<file path="src/rtl/modular_exponentiation_macros.svh">
// Assertion macros for the modular exponentiation block.
// Included by modular_exponentiation.sv; empty when SYNTHESIS is defined.
`ifndef MODULAR_EXPONENTIATION_MACROS_SVH
`define MODULAR_EXPONENTIATION_MACROS_SVH

`ifndef SYNTHESIS
`define MEXP_ASSERT(lbl, clk, rst_n, prop) \
  lbl: assert property (@(posedge clk) disable iff (!rst_n) prop) \
    else $error("mexp: check failed");
`define MEXP_ASSERT_NEVER(lbl, clk, rst_n, cond) \
  lbl: assert property (@(posedge clk) disable iff (!rst_n) !(cond)) \
    else $error("mexp: forbidden condition");
`else
`define MEXP_ASSERT(lbl, clk, rst_n, prop)
`define MEXP_ASSERT_NEVER(lbl, clk, rst_n, cond)
`endif

`endif

</file>
<file path="src/rtl/mexp_pkg.sv">
// Package for the modular exponentiation block: sequencer states,
// register indexes and reset values. No dependencies.
package mexp_pkg;

  typedef enum logic [2:0] {
    ST_IDLE,
    ST_REDUCE,
    ST_MULT,
    ST_SQUARE,
    ST_DONE
  } mexp_state_e;

  localparam int unsigned CFG_IDX_BITS = 1;

  localparam logic [CFG_IDX_BITS-1:0] REG_MODULUS  = 1'b0;
  localparam logic [CFG_IDX_BITS-1:0] REG_EXPONENT = 1'b1;

  localparam logic [63:0] RST_MODULUS  = 64'd60491;
  localparam logic [63:0] RST_EXPONENT = 64'd7;

endpackage

</file>
<file path="src/rtl/modular_exponentiation.sv">
// Modular exponentiation, right-to-left square-and-multiply, one base per transfer.
// Depends on mexp_pkg and modular_exponentiation_macros.svh.
//
//   channel   dir  handshake                 payload
//   s_axis    in   s_axis_tvalid/tready      tdata: base
//   m_axis    out  m_axis_tvalid/tready      tdata: power_mod
//   cfg       in   cfg_we_i (no wait)        cfg_idx_i, cfg_wdata_i
//
// One shared shift-add modular multiplier step, used to reduce, multiply and square.
// Per base: one reduction, then a multiply at each set exponent bit and a square
// up to the top set bit.
// Reset loads modulus 60491 and exponent 7; s_axis_tready is high only while idle.
// A finished result waits in the output register while the next base is taken.
module modular_exponentiation #(
  parameter int unsigned WORD_BITS = 32
) (
  input  logic                                 clk_i,
  input  logic                                 rst_ni,
  input  logic                                 s_axis_tvalid,
  output logic                                 s_axis_tready,
  input  logic [((WORD_BITS+7)/8)*8-1:0]       s_axis_tdata,   // base
  output logic                                 m_axis_tvalid,
  input  logic                                 m_axis_tready,
  output logic [((WORD_BITS+7)/8)*8-1:0]       m_axis_tdata,   // power_mod
  input  logic                                 cfg_we_i,
  input  logic [mexp_pkg::CFG_IDX_BITS-1:0]    cfg_idx_i,
  input  logic [WORD_BITS-1:0]                 cfg_wdata_i
);
  import mexp_pkg::*;

  localparam int unsigned TDATA_BITS = ((WORD_BITS + 7) / 8) * 8;
  localparam int unsigned CNT_BITS   = $clog2(WORD_BITS);

  mexp_state_e state_q, state_d;

  logic [WORD_BITS-1:0] m_q, e_q;
  logic [WORD_BITS-1:0] esh_q, esh_d;
  logic [WORD_BITS-1:0] sq_q, sq_d;
  logic [WORD_BITS-1:0] acc_q, acc_d;
  logic [WORD_BITS-1:0] p_q, p_d;
  logic [WORD_BITS-1:0] b_q, b_d;
  logic [CNT_BITS-1:0]  cnt_q, cnt_d;
  logic [WORD_BITS-1:0] out_q, out_d;
  logic                 ovld_q, ovld_d;

  logic [WORD_BITS-1:0] a_op, step_res, nxt_e;
  logic [WORD_BITS+1:0] sum_x;
  logic [WORD_BITS+2:0] sub1, sub2;
  logic                 last;
  logic                 mul_phase, step_phase;

  // shared unit: p <- (2p + bit*a) mod m
  always_comb begin
    a_op  = (state_q == ST_REDUCE) ? WORD_BITS'(1) : sq_q;
    sum_x = {1'b0, p_q, 1'b0} + {2'b00, (a_op & {WORD_BITS{b_q[WORD_BITS-1]}})};
    sub1  = {1'b0, sum_x} - {3'b000, m_q};
    sub2  = {1'b0, sum_x} - {2'b00, m_q, 1'b0};
    if (!sub2[WORD_BITS+2]) begin
      step_res = sub2[WORD_BITS-1:0];
    end else if (!sub1[WORD_BITS+2]) begin
      step_res = sub1[WORD_BITS-1:0];
    end else begin
      step_res = sum_x[WORD_BITS-1:0];
    end
  end

  assign last  = (cnt_q == CNT_BITS'(WORD_BITS - 1));
  assign nxt_e = (state_q == ST_SQUARE) ? (esh_q >> 1) : esh_q;

  assign mul_phase  = (state_q == ST_MULT) || (state_q == ST_SQUARE);
  assign step_phase = mul_phase || (state_q == ST_REDUCE);

  always_comb begin
    state_d = state_q;
    esh_d   = esh_q;
    sq_d    = sq_q;
    acc_d   = acc_q;
    p_d     = p_q;
    b_d     = b_q;
    cnt_d   = cnt_q;
    out_d   = out_q;
    ovld_d  = ovld_q;
    if (ovld_q && m_axis_tready) begin
      ovld_d = 1'b0;
    end
    unique case (state_q)
      ST_IDLE: begin
        if (s_axis_tvalid) begin
          if (m_q < WORD_BITS'(2)) begin
            acc_d   = '0;
            state_d = ST_DONE;
          end else begin
            p_d     = '0;
            b_d     = s_axis_tdata[WORD_BITS-1:0];
            cnt_d   = '0;
            esh_d   = e_q;
            acc_d   = WORD_BITS'(1);
            state_d = ST_REDUCE;
          end
        end
      end
      ST_REDUCE, ST_MULT, ST_SQUARE: begin
        p_d   = step_res;
        b_d   = b_q << 1;
        cnt_d = cnt_q + CNT_BITS'(1);
        if (last) begin
          p_d   = '0;
          cnt_d = '0;
          if (state_q == ST_MULT) begin
            acc_d = step_res;
            if ((esh_q >> 1) == '0) begin
              state_d = ST_DONE;
            end else begin
              b_d     = sq_q;
              state_d = ST_SQUARE;
            end
          end else begin
            sq_d  = step_res;
            esh_d = nxt_e;
            if (nxt_e == '0) begin
              state_d = ST_DONE;
            end else if (nxt_e[0]) begin
              b_d     = acc_q;
              state_d = ST_MULT;
            end else begin
              b_d     = step_res;
              state_d = ST_SQUARE;
            end
          end
        end
      end
      ST_DONE: begin
        if (!ovld_q || m_axis_tready) begin
          out_d   = acc_q;
          ovld_d  = 1'b1;
          state_d = ST_IDLE;
        end
      end
      default: state_d = ST_IDLE;
    endcase
  end

  always_ff @(posedge clk_i or negedge rst_ni) begin
    if (!rst_ni) begin
      state_q <= ST_IDLE;
      ovld_q  <= 1'b0;
      m_q     <= RST_MODULUS[WORD_BITS-1:0];
      e_q     <= RST_EXPONENT[WORD_BITS-1:0];
    end else begin
      state_q <= state_d;
      ovld_q  <= ovld_d;
      if (cfg_we_i) begin
        if (cfg_idx_i == REG_MODULUS) begin
          m_q <= cfg_wdata_i;
        end else if (cfg_idx_i == REG_EXPONENT) begin
          e_q <= cfg_wdata_i;
        end
      end
    end
  end

  always_ff @(posedge clk_i) begin
    esh_q <= esh_d;
    sq_q  <= sq_d;
    acc_q <= acc_d;
    p_q   <= p_d;
    b_q   <= b_d;
    cnt_q <= cnt_d;
    out_q <= out_d;
  end

  assign s_axis_tready = (state_q == ST_IDLE);
  assign m_axis_tvalid = ovld_q;
  assign m_axis_tdata  = TDATA_BITS'(out_q);

`include "modular_exponentiation_macros.svh"

  `MEXP_ASSERT(a_acc_reduced, clk_i, rst_ni, mul_phase |-> (acc_q < m_q))
  `MEXP_ASSERT(a_sq_reduced, clk_i, rst_ni, mul_phase |-> (sq_q < m_q))
  `MEXP_ASSERT(a_done_holds, clk_i, rst_ni, (state_q == ST_DONE && ovld_q && !m_axis_tready) |=> (state_q == ST_DONE))
  `MEXP_ASSERT_NEVER(a_partial_range, clk_i, rst_ni, (step_phase && p_q >= m_q))

endmodule
</file>
<file path="config.mk">
export PLATFORM = sky130hd
export DESIGN_NAME = modular_exponentiation
export DESIGN_NICKNAME = d
export VERILOG_FILES = /design/src/rtl/mexp_pkg.sv /design/src/rtl/modular_exponentiation.sv
export VERILOG_INCLUDE_DIRS = /design/src /design/src/rtl
export SDC_FILE = /design/constraint.sdc
export NUM_CORES = 1
export LEC_CHECK = 0
export ABC_AREA = 1
export ABC_CLOCK_PERIOD_IN_PS = 10450
export BUFFER_PORTS_ARGS = -buffer_cell sky130_fd_sc_hd__buf_2
export CORE_UTILIZATION = 25
export DETAILED_ROUTE_END_ITERATION = 8
export PLACE_DENSITY = 0.48
export SLEW_MARGIN = 20
export SYNTH_ARGS = -nofsm -noshare
export SYNTH_HDL_FRONTEND = slang
export SYNTH_SLANG_ARGS = --single-unit
</file>
<file path="constraint.sdc">
create_clock -name clk_i -period 10.45 [get_ports clk_i]
set_input_delay 1.5675 -clock clk_i [delete_from_list [all_inputs] [get_ports clk_i]]
set_output_delay 1.5675 -clock clk_i [all_outputs]
set_load 0.01 [all_outputs]
</file>
Word level (Yosys, flattened, before mapping). Cells that the tools add are included.

Output and inout port bits: 34. Word-level logic and storage cells: 88. Register bits: 265.

$lt $le $gt $ge: 1. Bitwise logic cells: 3. Reductions and logical operators: 16. Add/sub/neg operators: 4. Equal/unequal tests: 11. Multiplexer cells: 42.

Operators by type and width (number): two-way mux 32 bit (21); case mux 32 bit (2 select lines) (4); zero test 32 bit (2); subtractor 34 x 32 -> 35 bit (1); subtractor 34 x 33 -> 35 bit (1); adder 33 x 32 -> 34 bit (1); bitwise AND 32 bit (1); < comparator 32 x 2 -> 1 bit (second input constant) (1); two-way mux 3 bit (7); two-way mux 5 bit (3); != test 2 bit (second input constant) (6); case mux 5 bit (2 select lines) (1); case mux 3 bit (3 select lines) (1); AND reduction 3 bit (3); equality test 3 x 2 -> 1 bit (second input constant) (2); AND reduction 2 bit (3); adder 5 x 1 -> 5 bit (second input constant) (1); equality test 5 bit (second input constant) (1); two-way mux 1 bit (5); AND reduction 5 bit (1); AND reduction 4 bit (1); equality test 3 x 1 -> 1 bit (second input constant) (1); equality test 3 bit (second input constant) (1); zero test 3 bit (1); other kinds (6) (7).

Longest topological paths before layout. Gate-level depths: netlist of the first run.

Depth after elaboration: 12. Gate-level depth with buffers: 40.

Worst setup path before layout of the first run. Ideal clock, no wire load.

Kind: input -> register. From: input s_axis_tvalid. To: register b_q[0], enable pin. Arrival: 4.477 ns. Setup slack: 5.476 ns. Cell stages on the path: 2. Setup time: 0.497 ns. Buffers on the path: 0. Cells stage by stage: nor2_1 -> nor2_1.

Cells in the longest elaborated chain, start to end: 2.

Ends and longest elaborated chain: start, declared (RTL line modular_exponentiation.sv:19) `input logic s_axis_tvalid,`; != test 2 bit (no source line); AND reduction 3 bit (no source line); end signal, assigned (RTL line modular_exponentiation.sv:167) `b_q <= b_d;`; end, declared (RTL line modular_exponentiation.sv:41) `logic [WORD_BITS-1:0] b_q, b_d;`.

No other way between the ends. A chain may end at the register's enable or synchronous reset.

Worst setup path in the final report of the first run.
From: register state_q[2]. To: register b_q[0] (data pin).

Cells in the longest elaborated chain, start to end: 12.

Ends and longest elaborated chain: start, declared (RTL line modular_exponentiation.sv:34) `mexp_state_e state_q, state_d;`; start signal, assigned (RTL line modular_exponentiation.sv:150) `state_q <= state_d;`; equality test 3 x 1 -> 1 bit (RTL line modular_exponentiation.sv:54, modular_exponentiation.sv:86); two-way mux 32 bit (RTL line modular_exponentiation.sv:54) `a_op = (state_q == ST_REDUCE) ? WORD_BITS'(1) : sq_q;`; bitwise AND 32 bit (RTL line modular_exponentiation.sv:55) `sum_x = {1'b0, p_q, 1'b0} + {2'b00, (a_op & {WORD_BITS{b_q[WORD_BITS-1]}})};`; adder 33 x 32 -> 34 bit (RTL line modular_exponentiation.sv:55); subtractor 34 x 32 -> 35 bit (RTL line modular_exponentiation.sv:56) `sub1 = {1'b0, sum_x} - {3'b000, m_q};`; two-way mux 32 bit (RTL line modular_exponentiation.sv:60) `end else if (!sub1[WORD_BITS+2]) begin`; two-way mux 32 bit (RTL line modular_exponentiation.sv:58) `if (!sub2[WORD_BITS+2]) begin`; two-way mux 32 bit (RTL line modular_exponentiation.sv:122) `end else if (nxt_e[0]) begin`; two-way mux 32 bit (RTL line modular_exponentiation.sv:120) `if (nxt_e == '0) begin`; two-way mux 32 bit (RTL line modular_exponentiation.sv:109) `if (state_q == ST_MULT) begin`; two-way mux 32 bit (RTL line modular_exponentiation.sv:106) `if (last) begin`; case mux 32 bit (2 select lines) * (RTL line modular_exponentiation.sv:86) `unique case (state_q)`; named net b_d[0] (RTL line modular_exponentiation.sv:41).

The timed path passes the listed nets; every way through them passes the cells marked *.

==> results of run 1 <==
[per-layer routing]
layer / GRT usage / wire length [um] / up-vias
met5: 0 / 10 / -
met4: 0.05468 / 2107 / 2
met3: 0.01699 / 2948 / 100
met2: 0.2699 / 28240 / 430
met1: 0.2395 / 30880 / 7767
li1: - / - / 8408
[sequential cells by signal (all words and copies together) (netlist names)]
register	count
state_q	3
acc_q	32
sq_q	32
m_axis_tvalid	1
m_q	32
b_q	32
e_q	32
esh_q	32
p_q	32
cnt_q	5
m_axis_tdata	32
[synth_stat cells, types with 17 or more instances]
| library cell | count | share of area |
|---|---|---|
| nand3_1 | 120 | 0.032 |
| nor2_1 | 338 | 0.069 |
| nand4_1 | 21 | 0.0071 |
| xnor2_1 | 23 | 0.011 |
| xor2_1 | 39 | 0.018 |
| nand2_1 | 741 | 0.15 |
| ha_1 | 97 | 0.066 |
| edfxtp_1 | 197 | 0.32 |
| a31oi_1 | 17 | 0.0057 |
| dfrtp_1 | 56 | 0.076 |
| nor3_1 | 21 | 0.0057 |
| inv_1 | 331 | 0.067 |
| o21ai_0 | 165 | 0.045 |
| clkbuf_1 | 45 | 0.0091 |
| a21oi_1 | 119 | 0.032 |
[cells in the final DEF, fill, tap and decap left out, types with 8 or more instances in the layout]
cell | netlist | final
xnor2_1 | 23 | 23
inv_1 | 331 | 329
ha_1 | 97 | 97
buf_4 | 5 | 17
buf_2 | 15 | 102
a221oi_1 | 9 | 9
nand4_1 | 21 | 21
or2_2 | 9 | 9
clkinv_1 | 0 | 9
o21bai_1 | 13 | 13
nand2_1 | 741 | 739
dfrtp_1 | 56 | 56
a21oi_1 | 119 | 119
edfxtp_1 | 197 | 197
a31oi_1 | 17 | 17
nor2_1 | 338 | 332
dfstp_2 | 12 | 12
clkbuf_16 | 0 | 31
o21ai_0 | 165 | 164
nor3_1 | 21 | 19
o21a_1 | 8 | 8
xor2_1 | 39 | 39
o21ai_1 | 9 | 9
nor4_1 | 15 | 15
o211ai_1 | 14 | 14
a22oi_1 | 15 | 15
nand3_1 | 120 | 119
[worst max-delay path by stage]
stage,start,end,slack [ps],cells after the start
after floorplan,s_axis_tvalid,b_q[0],5480,2
after global placement,state_q[2],b_q[0],3860,36
after detailed placement,state_q[2],b_q[0],3870,36
after CTS,state_q[2],b_q[26],3820,36
after global routing,state_q[2],b_q[0],3190,36
final,state_q[2],b_q[0],3820,36
[area by class of cell]
| cell class | count | area (um^2) |
|---|---|---|
| Inverter | 336 | 1264 |
| Tap cell | 959 | 1200 |
| Fill cell | 8088 | 52020 |
| Clock inverter | 22 | 200.2 |
| Clock buffer | 36 | 794.5 |
| Sequential cell | 265 | 7632 |
| Multi-Input combinational cell | 1844 | 9331 |
| Timing Repair Buffer | 119 | 638.1 |
[cells by family after synthesis]
family          count (synthesis)
compound gates                390
xor+xnor                       62
fa+ha+maj                     100
buf+inv                       410
flops                         265
mux                             6
simple gates                 1286
[metrics by stage]
step | cell area [um^2] | hold slack, ps
after floorplan | 18500 | 426.7
after global placement | 20060 | 434.0
after detailed placement | 20060 | 437.6
after CTS | 21060 | 455.7
after global routing | 21060 | 459.3
final | 21060 | 457.1
==> out/qor.yml, run 1 <==
h-tree-depth: 1
min_period_over_period: 0.6341
cts.sinks: 265
worst_hold_path.endpoint: "m_axis_tdata[26]"
cp_slowest_stage_delay_ps: 740
min_period_ps: 6627
dp_cells: 3523
status: "finished, violations left"
slew_violations: 0
final_cells: 3581
crit_top_cell: "nand2_1"
synth_compound_area_frac: 0.1190
wl_per_cell_um: 17.92
tns_ps: 0
hp-class: "register to register"
finClkSkew_ps: 33.67
io_pins: 104
cpMaxStageDelayCell: "inv_1"
first_iter_violations: 1348
clk_pin_slew_ps: 60
dieArea_um2: 75110
clockBufferDepth: 3
place_ws_ps: 3866
drc_errors: 16
vias: 16707
synth_cell_types: 51
cp-start-kind: "register"
yosys.area_share.simple: 0.2807
cts_tree: "built"
crit_buf_inv: 4
routed_wl_mm: 64.18
cts_root_buffer: "clkbuf_16"
place_hpwl_mm: 50.52
numCtsBuffers: 31
nets: 2767
drtPass1Iterations: 8
coreArea_um2: 73080
critPathRequiredTime_ps: 10820
area_delta_synth_final_pct: 13.81
cts_hold_buffers: 0
slew_headroom: 0.2741
port_buffers: 103
yosysSeqAreaShare: 0.4125
r2r_cells: 36
finalWorstSetupSlack_ps: 3823
grt_max_degree: 84
fmax_ghz: 0.1509
drive_gt1_frac: 0.08162
vias_per_cell: 4.665
first_global_vias: 16233
cp_max_fo: 44
start_util: 0.2532
worst_pin_slew_ps: 1089
hold_viol_final: 0
r2r_end: "b_q[0]"
clock_latency_ps: 620
synth-adder-area-share: 0.06883
cp.arrival_ps: 7000
setup_violations: 0
synth_edf_count: 197
placementRows: 99
final_util: 0.2882
rsz0062_at_grt: "false"
cp_top_family: "simple AND/OR/NAND/NOR gates"
synthFlopType: "edfxtp_1"
grt_pass1_wl_mm: 97.63
hold_depth: 0
async_flop_share: 0.2566
violations: "DRC"
die_y_um: 274.1
grtUsageTotal: 0.1696
antenna_found_initial: 1
syn-num-nets: 2689
hp-start: "acc_q[26]"
cts_setup_buffers: 0
ant_nets: 0
cts.repair.resized: 0
insertedDiodeCount: 0
postSynthAreaPerCell_um2: 7.346
r2r-start: "state_q[2]"
netlist_instances: 2519
yosys_warnings: 0
yosys.area_share.xor_xnor: 0.02935
drv_cap: 0
gp_routability_congestion: 0.9413
r2r_slack_ps: 3820
chipWidth_um: 274.1
end_kind: "register"
synth-seq-cells: 265
path_class: "register to register"
overflow: 0
synth.area.mux_share: 0.003246
syn-cell-area_um2: 18500
synth_top_family_by_area: "simple AND/OR/NAND/NOR gates"
Power of run 1 is left out: the tool's default activity adds up to more than one toggle a clock period on the data nets, which glitch-free logic cannot reach.
==> inputs of run 2 (changes only) <==
- ABC_AREA: 1 -> 0
- ABC_CLOCK_PERIOD_IN_PS: 10450 -> 6750
- PLACE_DENSITY: 0.48 -> 0.49
- clock period: 10.45 -> 6.75 ns (I/O delays scaled with it)
==> run 2 against run 1 <==
Net effect:
- the run now ends clean
- flip-flop and latch count stayed put
- worst hold slack got worse by 6.0 ps
- synthesized area down 6.2%
- largest cell class unchanged
- critical path type unchanged
- final cell count is 21% lower
- worst setup slack lost 3600 ps
==> out/qor.yml, run 2 <==
coreArea_um2: 68590  # -6.2%
wl_per_cell_um: 20.69  # +15%
syn-num-nets: 1925  # -28%
cp-start-kind: "register"
slew_violations: 0  # unchanged
synth.area.top_cells: "edfxtp_1, dfrtp_1, ha_1"
fmax_ghz: 0.1544  # +2.3%
yosysTopAreaCell: "edfxtp_1"
first_global_vias: 14167  # -13%
worst_pin_slew_ps: 1141  # +51.99 ps
synth-seq-cells: 265  # unchanged
synth_edf_count: 197  # unchanged
die_y_um: 265.5  # -3.1%
clockBufferDepth: 3  # unchanged
grt_max_degree: 76  # -9.5%
first_iter_violations: 1091  # -19%
routed_wl_mm: 58.24  # -9.3%
drv_cap: 0  # unchanged
syn-cell-area_um2: 17350  # -6.2%
port_buffers: 103  # unchanged
cp.arrival_ps: 6830  # -170 ps
final_util: 0.2956  # +0.007455
yosys_warnings: 0  # unchanged
area_delta_synth_final_pct: 16.84
synthFlopType: "edfxtp_1"
drc_errors: 0  # -16
postSynthAreaPerCell_um2: 9.888  # +35%
nets: 2035  # -26%
slew_headroom: 0.2395  # -0.03466
cts_tree: "built"
insertedDiodeCount: 0  # unchanged
grtUsageTotal: 0.1604  # -0.009194
place_hpwl_mm: 44.10  # -13%
path_class: "register to register"
placementRows: 96  # -3.0%
grt_pass1_wl_mm: 86.55  # -11%
clock_latency_ps: 600  # -20 ps
hold_viol_final: 0  # unchanged
cts_root_buffer: "clkbuf_16"
rsz0062_at_grt: "true"
async_flop_share: 0.2566  # unchanged
mostFrequentLayoutCells: "edfxtp_1, nand2_1, o21ai_0"
gp_routability_congestion: 0.8829  # -6.2%
drtPass1Iterations: 5  # -3
overflow: 0  # unchanged
yosys-top-cells-count: "edfxtp_1, nand2_1, o21ai_0, nor2_1, a21oi_1"
critPathRequiredTime_ps: 7100  # -3720 ps
start_util: 0.2530  # about the same
hp-class: "register to register"
vias: 14203  # -15%
yosysTopAreaCellShare: 0.3409  # +0.02121
numCtsBuffers: 30  # -3.2%
cts_hold_buffers: 0  # unchanged
status: "finished, final reports clean"
yosysSeqAreaShare: 0.4398  # +0.02736
synth_cell_types: 99  # +94%
min_period_ps: 6477  # -149.7 ps
ant_nets: 0  # unchanged
cts.sinks: 265  # unchanged
min_period_over_period: 0.9595  # +0.3254
chipWidth_um: 265.5  # -3.1%
cp_max_fo: 15  # -66%
h-tree-depth: 1  # unchanged
dieArea_um2: 70470  # -6.2%
yosysMostFrequentCell: "edfxtp_1"
finClkSkew_ps: 27.79  # -5.883 ps
final_common_cell: "edfxtp_1"
io_pins: 104  # unchanged
netlist_instances: 1755  # -30%
antenna_found_initial: 0  # -1
vias_per_cell: 5.045  # +8.1%
end_kind: "register"
drive_gt1_frac: 0.1757  # +0.09407
setup_violations: 0  # unchanged
clk_pin_slew_ps: 60  # about the same
## run 2: critical path, cell delays in order, from the launching register on
cell       delay (ps)
dfrtp_1           380
nand2b_1          170
nor2_2            180
nor2b_4           110
and2_1            170
ha_1              220
fa_1              440
a211oi_2          230
o21ai_2           150
o311ai_4          410
a2111oi_2         200
o41ai_2           350
a21oi_1           130
o21a_1            200
nor2_1            180
ha_1              330
a21oi_1           180
o21ai_0           130
a211o_1           330
a21oi_1           170
o21a_1            250
o211ai_4          160
o21ai_0           460
o31a_1            310
inv_2              50
a221oi_1          250
nor3_1             70
## run 2: cells by family (layout without fill, tap and decap cells)
group	Yosys count	in the layout	share of synthesized area
simple gates	546	547	0.1529
compound gates	519	519	0.2061
flops	265	265	0.4398
buf+inv	169	297	0.03893
fa+ha+maj	100	100	0.07340
mux	80	80	0.04932
xor+xnor	76	76	0.03944
## run 2: cell type report
class / count / area (um^2)
multi-input cells: 1322 / 9249
clock inverters: 13 / 146.4
clock buffers: 38 / 780.7
inverters: 85 / 319.1
repair buffers: 161 / 983.4
flip-flops and latches: 265 / 7632
fillers: 7204 / 48310
well taps: 931 / 1165
## run 2: timing repair
action / 4_1_cts / 5_1_grt
endpoints found under the setup margin: 114 / 123
buffers inserted: 0 / 4
gates cloned: 0 / 2
pin swaps: 0 / 6
resized for setup: 2 / 23
## run 2: metrics by stage
stage	hold WS [ps]	area, um^2	instances	setup TNS [ps]	setup slack [ps]
after global placement	447.6	19140	2758	-2198	-134.1
after detailed placement	442.9	19140	2758	-15630	-304.7
after CTS	455.3	20070	2809	0	120.0
after global routing	459.1	20280	2815	-45.96	-23.64
after floorplan	416.8	17350	1755	0	538.5
final	451.1	20280	2815	0	273.1
## run 2: routing by layer
layer | up-vias | GRT usage | routed length (um) | part of all wire
met4 | 0 | 0.05468 | 1776 | 0.030
met5 | - | 0 | 0 | 0
li1 | 6814 | - | - | -
met1 | 6920 | 0.1962 | 23790 | 0.41
met3 | 87 | 0.01222 | 2380 | 0.041
met2 | 382 | 0.2944 | 30300 | 0.52
## run 2: worst paths after layout
kind                            start              end  slack (ps)  cells after the start
setup / recovery           state_q[2]           b_q[9]         270                     26
hold / removal               acc_q[6]  m_axis_tdata[6]         450                      0
setup reg to reg           state_q[2]           b_q[9]         270                     26
hold reg to reg              acc_q[6]  m_axis_tdata[6]         450                      0
max in group asynchronous      rst_ni           m_q[7]        5510                      1
min in group asynchronous      rst_ni          e_q[22]         590                      1
Power of run 2 is left out for the same reason.
==> inputs of run 3 (changes only) <==
- CELL_PAD_IN_SITES_DETAIL_PLACEMENT: unset -> 1
- CELL_PAD_IN_SITES_GLOBAL_PLACEMENT: unset -> 1
- PLACE_DENSITY: 0.49 -> 0.56
==> run 3 against run 2 <==
Net effect:
- utilization up 0.25 points
- worst hold slack better by 4.2 ps
- largest cell class unchanged
- global-route usage rose by 1.2 points
- critical path depth shrank 2
==> out/qor.yml, run 3 (same netlist as run 2, synthesis figures left out) <==
status: "finished, final reports clean"
dieArea_um2: 70470  # unchanged
cp.arrival_ps: 6790  # -40 ps
path_class: "register to register"
critPathRequiredTime_ps: 7110  # about the same
coreArea_um2: 68590  # unchanged
cp_slowest_stage_delay_ps: 530  # +70 ps
numCtsBuffers: 30  # unchanged
min_period_ps: 6429  # -47.52 ps
clockBufferDepth: 3  # unchanged
slew_violations: 0  # unchanged
setup_violations: 0  # unchanged
rsz0062_at_grt: "false"
mostFrequentLayoutCells: "edfxtp_1, nand2_1, o21ai_0"
first_global_vias: 15101  # +6.6%
hold_viol_final: 0  # unchanged
worst_pin_slew_ps: 1069  # -71.80 ps
cp-start-kind: "register"
crit_chain: "nand2b_1, nor2_2, nor2b_4, and2_1, ha_1, o211ai_1, o21ai_2, o311ai_4, o31ai_4, a211oi_1, o211ai_1, or3b_2, ha_1, a211oi_1, nand2_1, a31oi_1, a211oi_1, nor3_2, o31ai_1, buf_4, a221oi_1, xnor2_1, o311ai_0, o21ai_1"
cpMaxStageDelayCell: "or3b_2"
crit_buf_inv: 1  # unchanged
grt_pass1_wl_mm: 92.95  # +7.4%
vias: 14434  # +1.6%
clock_latency_ps: 620  # +20 ps
start_util: 0.2530  # unchanged
cp_top_family: "compound AO/OA/AOI/OAI gates"
final_common_cell: "edfxtp_1"
port_buffers: 103  # unchanged
fin_hold_ws_ps: 455.3  # +4.212 ps
routed_wl_mm: 61.67  # +5.9%
drv_cap: 0  # unchanged
insertedDiodeCount: 0  # unchanged
overflow: 0  # unchanged
grt_max_degree: 76  # unchanged
place_hpwl_mm: 46.73  # +5.9%
grtUsageTotal: 0.1720  # +0.01156
final_util: 0.2981  # +0.002463
r2r_slack_ps: 320  # +50 ps
ant_nets: 0  # unchanged
drive_gt1_frac: 0.1829  # +0.007185
area_delta_synth_final_pct: 17.82
gp_routability_congestion: 0.8543  # -3.2%
chipWidth_um: 265.5  # unchanged
hp-class: "register to register"
nets: 2038  # +0.15%
crit_top_cell: "a211oi_1"
clk_pin_slew_ps: 70  # about the same
antenna_found_initial: 1  # +1
vias_per_cell: 5.113  # +1.3%
min_period_over_period: 0.9525  # -0.007040
cts_tree: "built"
die_y_um: 265.5  # unchanged
cp_max_fo: 15  # unchanged
h-tree-depth: 1  # unchanged
drtPass1Iterations: 6  # +1
io_pins: 104  # unchanged
slew_headroom: 0.2873  # +0.04787
wl_per_cell_um: 21.84  # +5.6%
cts_root_buffer: "clkbuf_16"
placementRows: 96  # unchanged
end_kind: "register"
finClkSkew_ps: 49.73  # +21.93 ps
fmax_ghz: 0.1555  # +0.74%
cts.sinks: 265  # unchanged
drc_errors: 0  # unchanged
first_iter_violations: 944  # -13%
[run 3: through the flow]
step / setup TNS [ps] / cells / cell area, um^2 / setup WS [ps]
2_1_floorplan: 0 / 1755 / 17350 / 538.5
3_3_place_gp: -5960 / 2761 / 19150 / -226.3
3_5_place_dp: -23510 / 2761 / 19150 / -435.2
4_1_cts: 0 / 2817 / 20260 / 47.71
5_1_grt: 0 / 2823 / 20440 / 33.37
6_report: 0 / 2823 / 20440 / 320.7
[run 3: metal layers]
| metal | global-route usage | part of all wire |
|---|---|---|
| met1 | 0.2092 | 0.42 |
| met3 | 0.01324 | 0.030 |
| met4 | 0.05202 | 0.027 |
| met2 | 0.3198 | 0.53 |
| met5 | 0 | 0 |
[run 3: worst reg2reg max path, cell delays in order, from the launching register on]
cell and delay (ps):
dfrtp_1 370, nand2b_1 170, nor2_2 160, nor2b_4 100
and2_1 170, ha_1 370, o211ai_1 120, o21ai_2 260
o311ai_4 160, o31ai_4 510, a211oi_1 180, o211ai_1 190
or3b_2 530, ha_1 400, a211oi_1 350, nand2_1 90
a31oi_1 170, a211oi_1 90, nor3_2 280, o31ai_1 120
buf_4 160, a221oi_1 330, xnor2_1 270, o311ai_0 170
o21ai_1 430
[run 3: repair_timing]
action	4_1_cts	5_1_grt
endpoints found under the setup margin	123	114
hold buffers	0	0
buffers inserted	0	5
cloned	0	1
gates resized for setup	3	22
endpoints found under the hold margin	0	0
pin swaps	0	6
[run 3: area by class of cell]
cell class	count	area, um^2
clock buffers	42	865.8
clock inverters	14	232.7
multi-input cells	1322	9241
flip-flops and latches	265	7632
inverters	85	319.1
fillers	7807	48140
well taps	931	1165
repair buffers	164	988.4
[run 3: final timing paths]
kind,start,to,cells after the start
max in group asynchronous,rst_ni,m_q[5],1
min,acc_q[23],m_axis_tdata[23],0
max reg2reg,state_q[2],b_q[31],24
min in group asynchronous,rst_ni,e_q[14],1
max,state_q[2],b_q[31],24
min reg2reg,acc_q[23],m_axis_tdata[23],0
Power of run 3 is left out for the same reason.
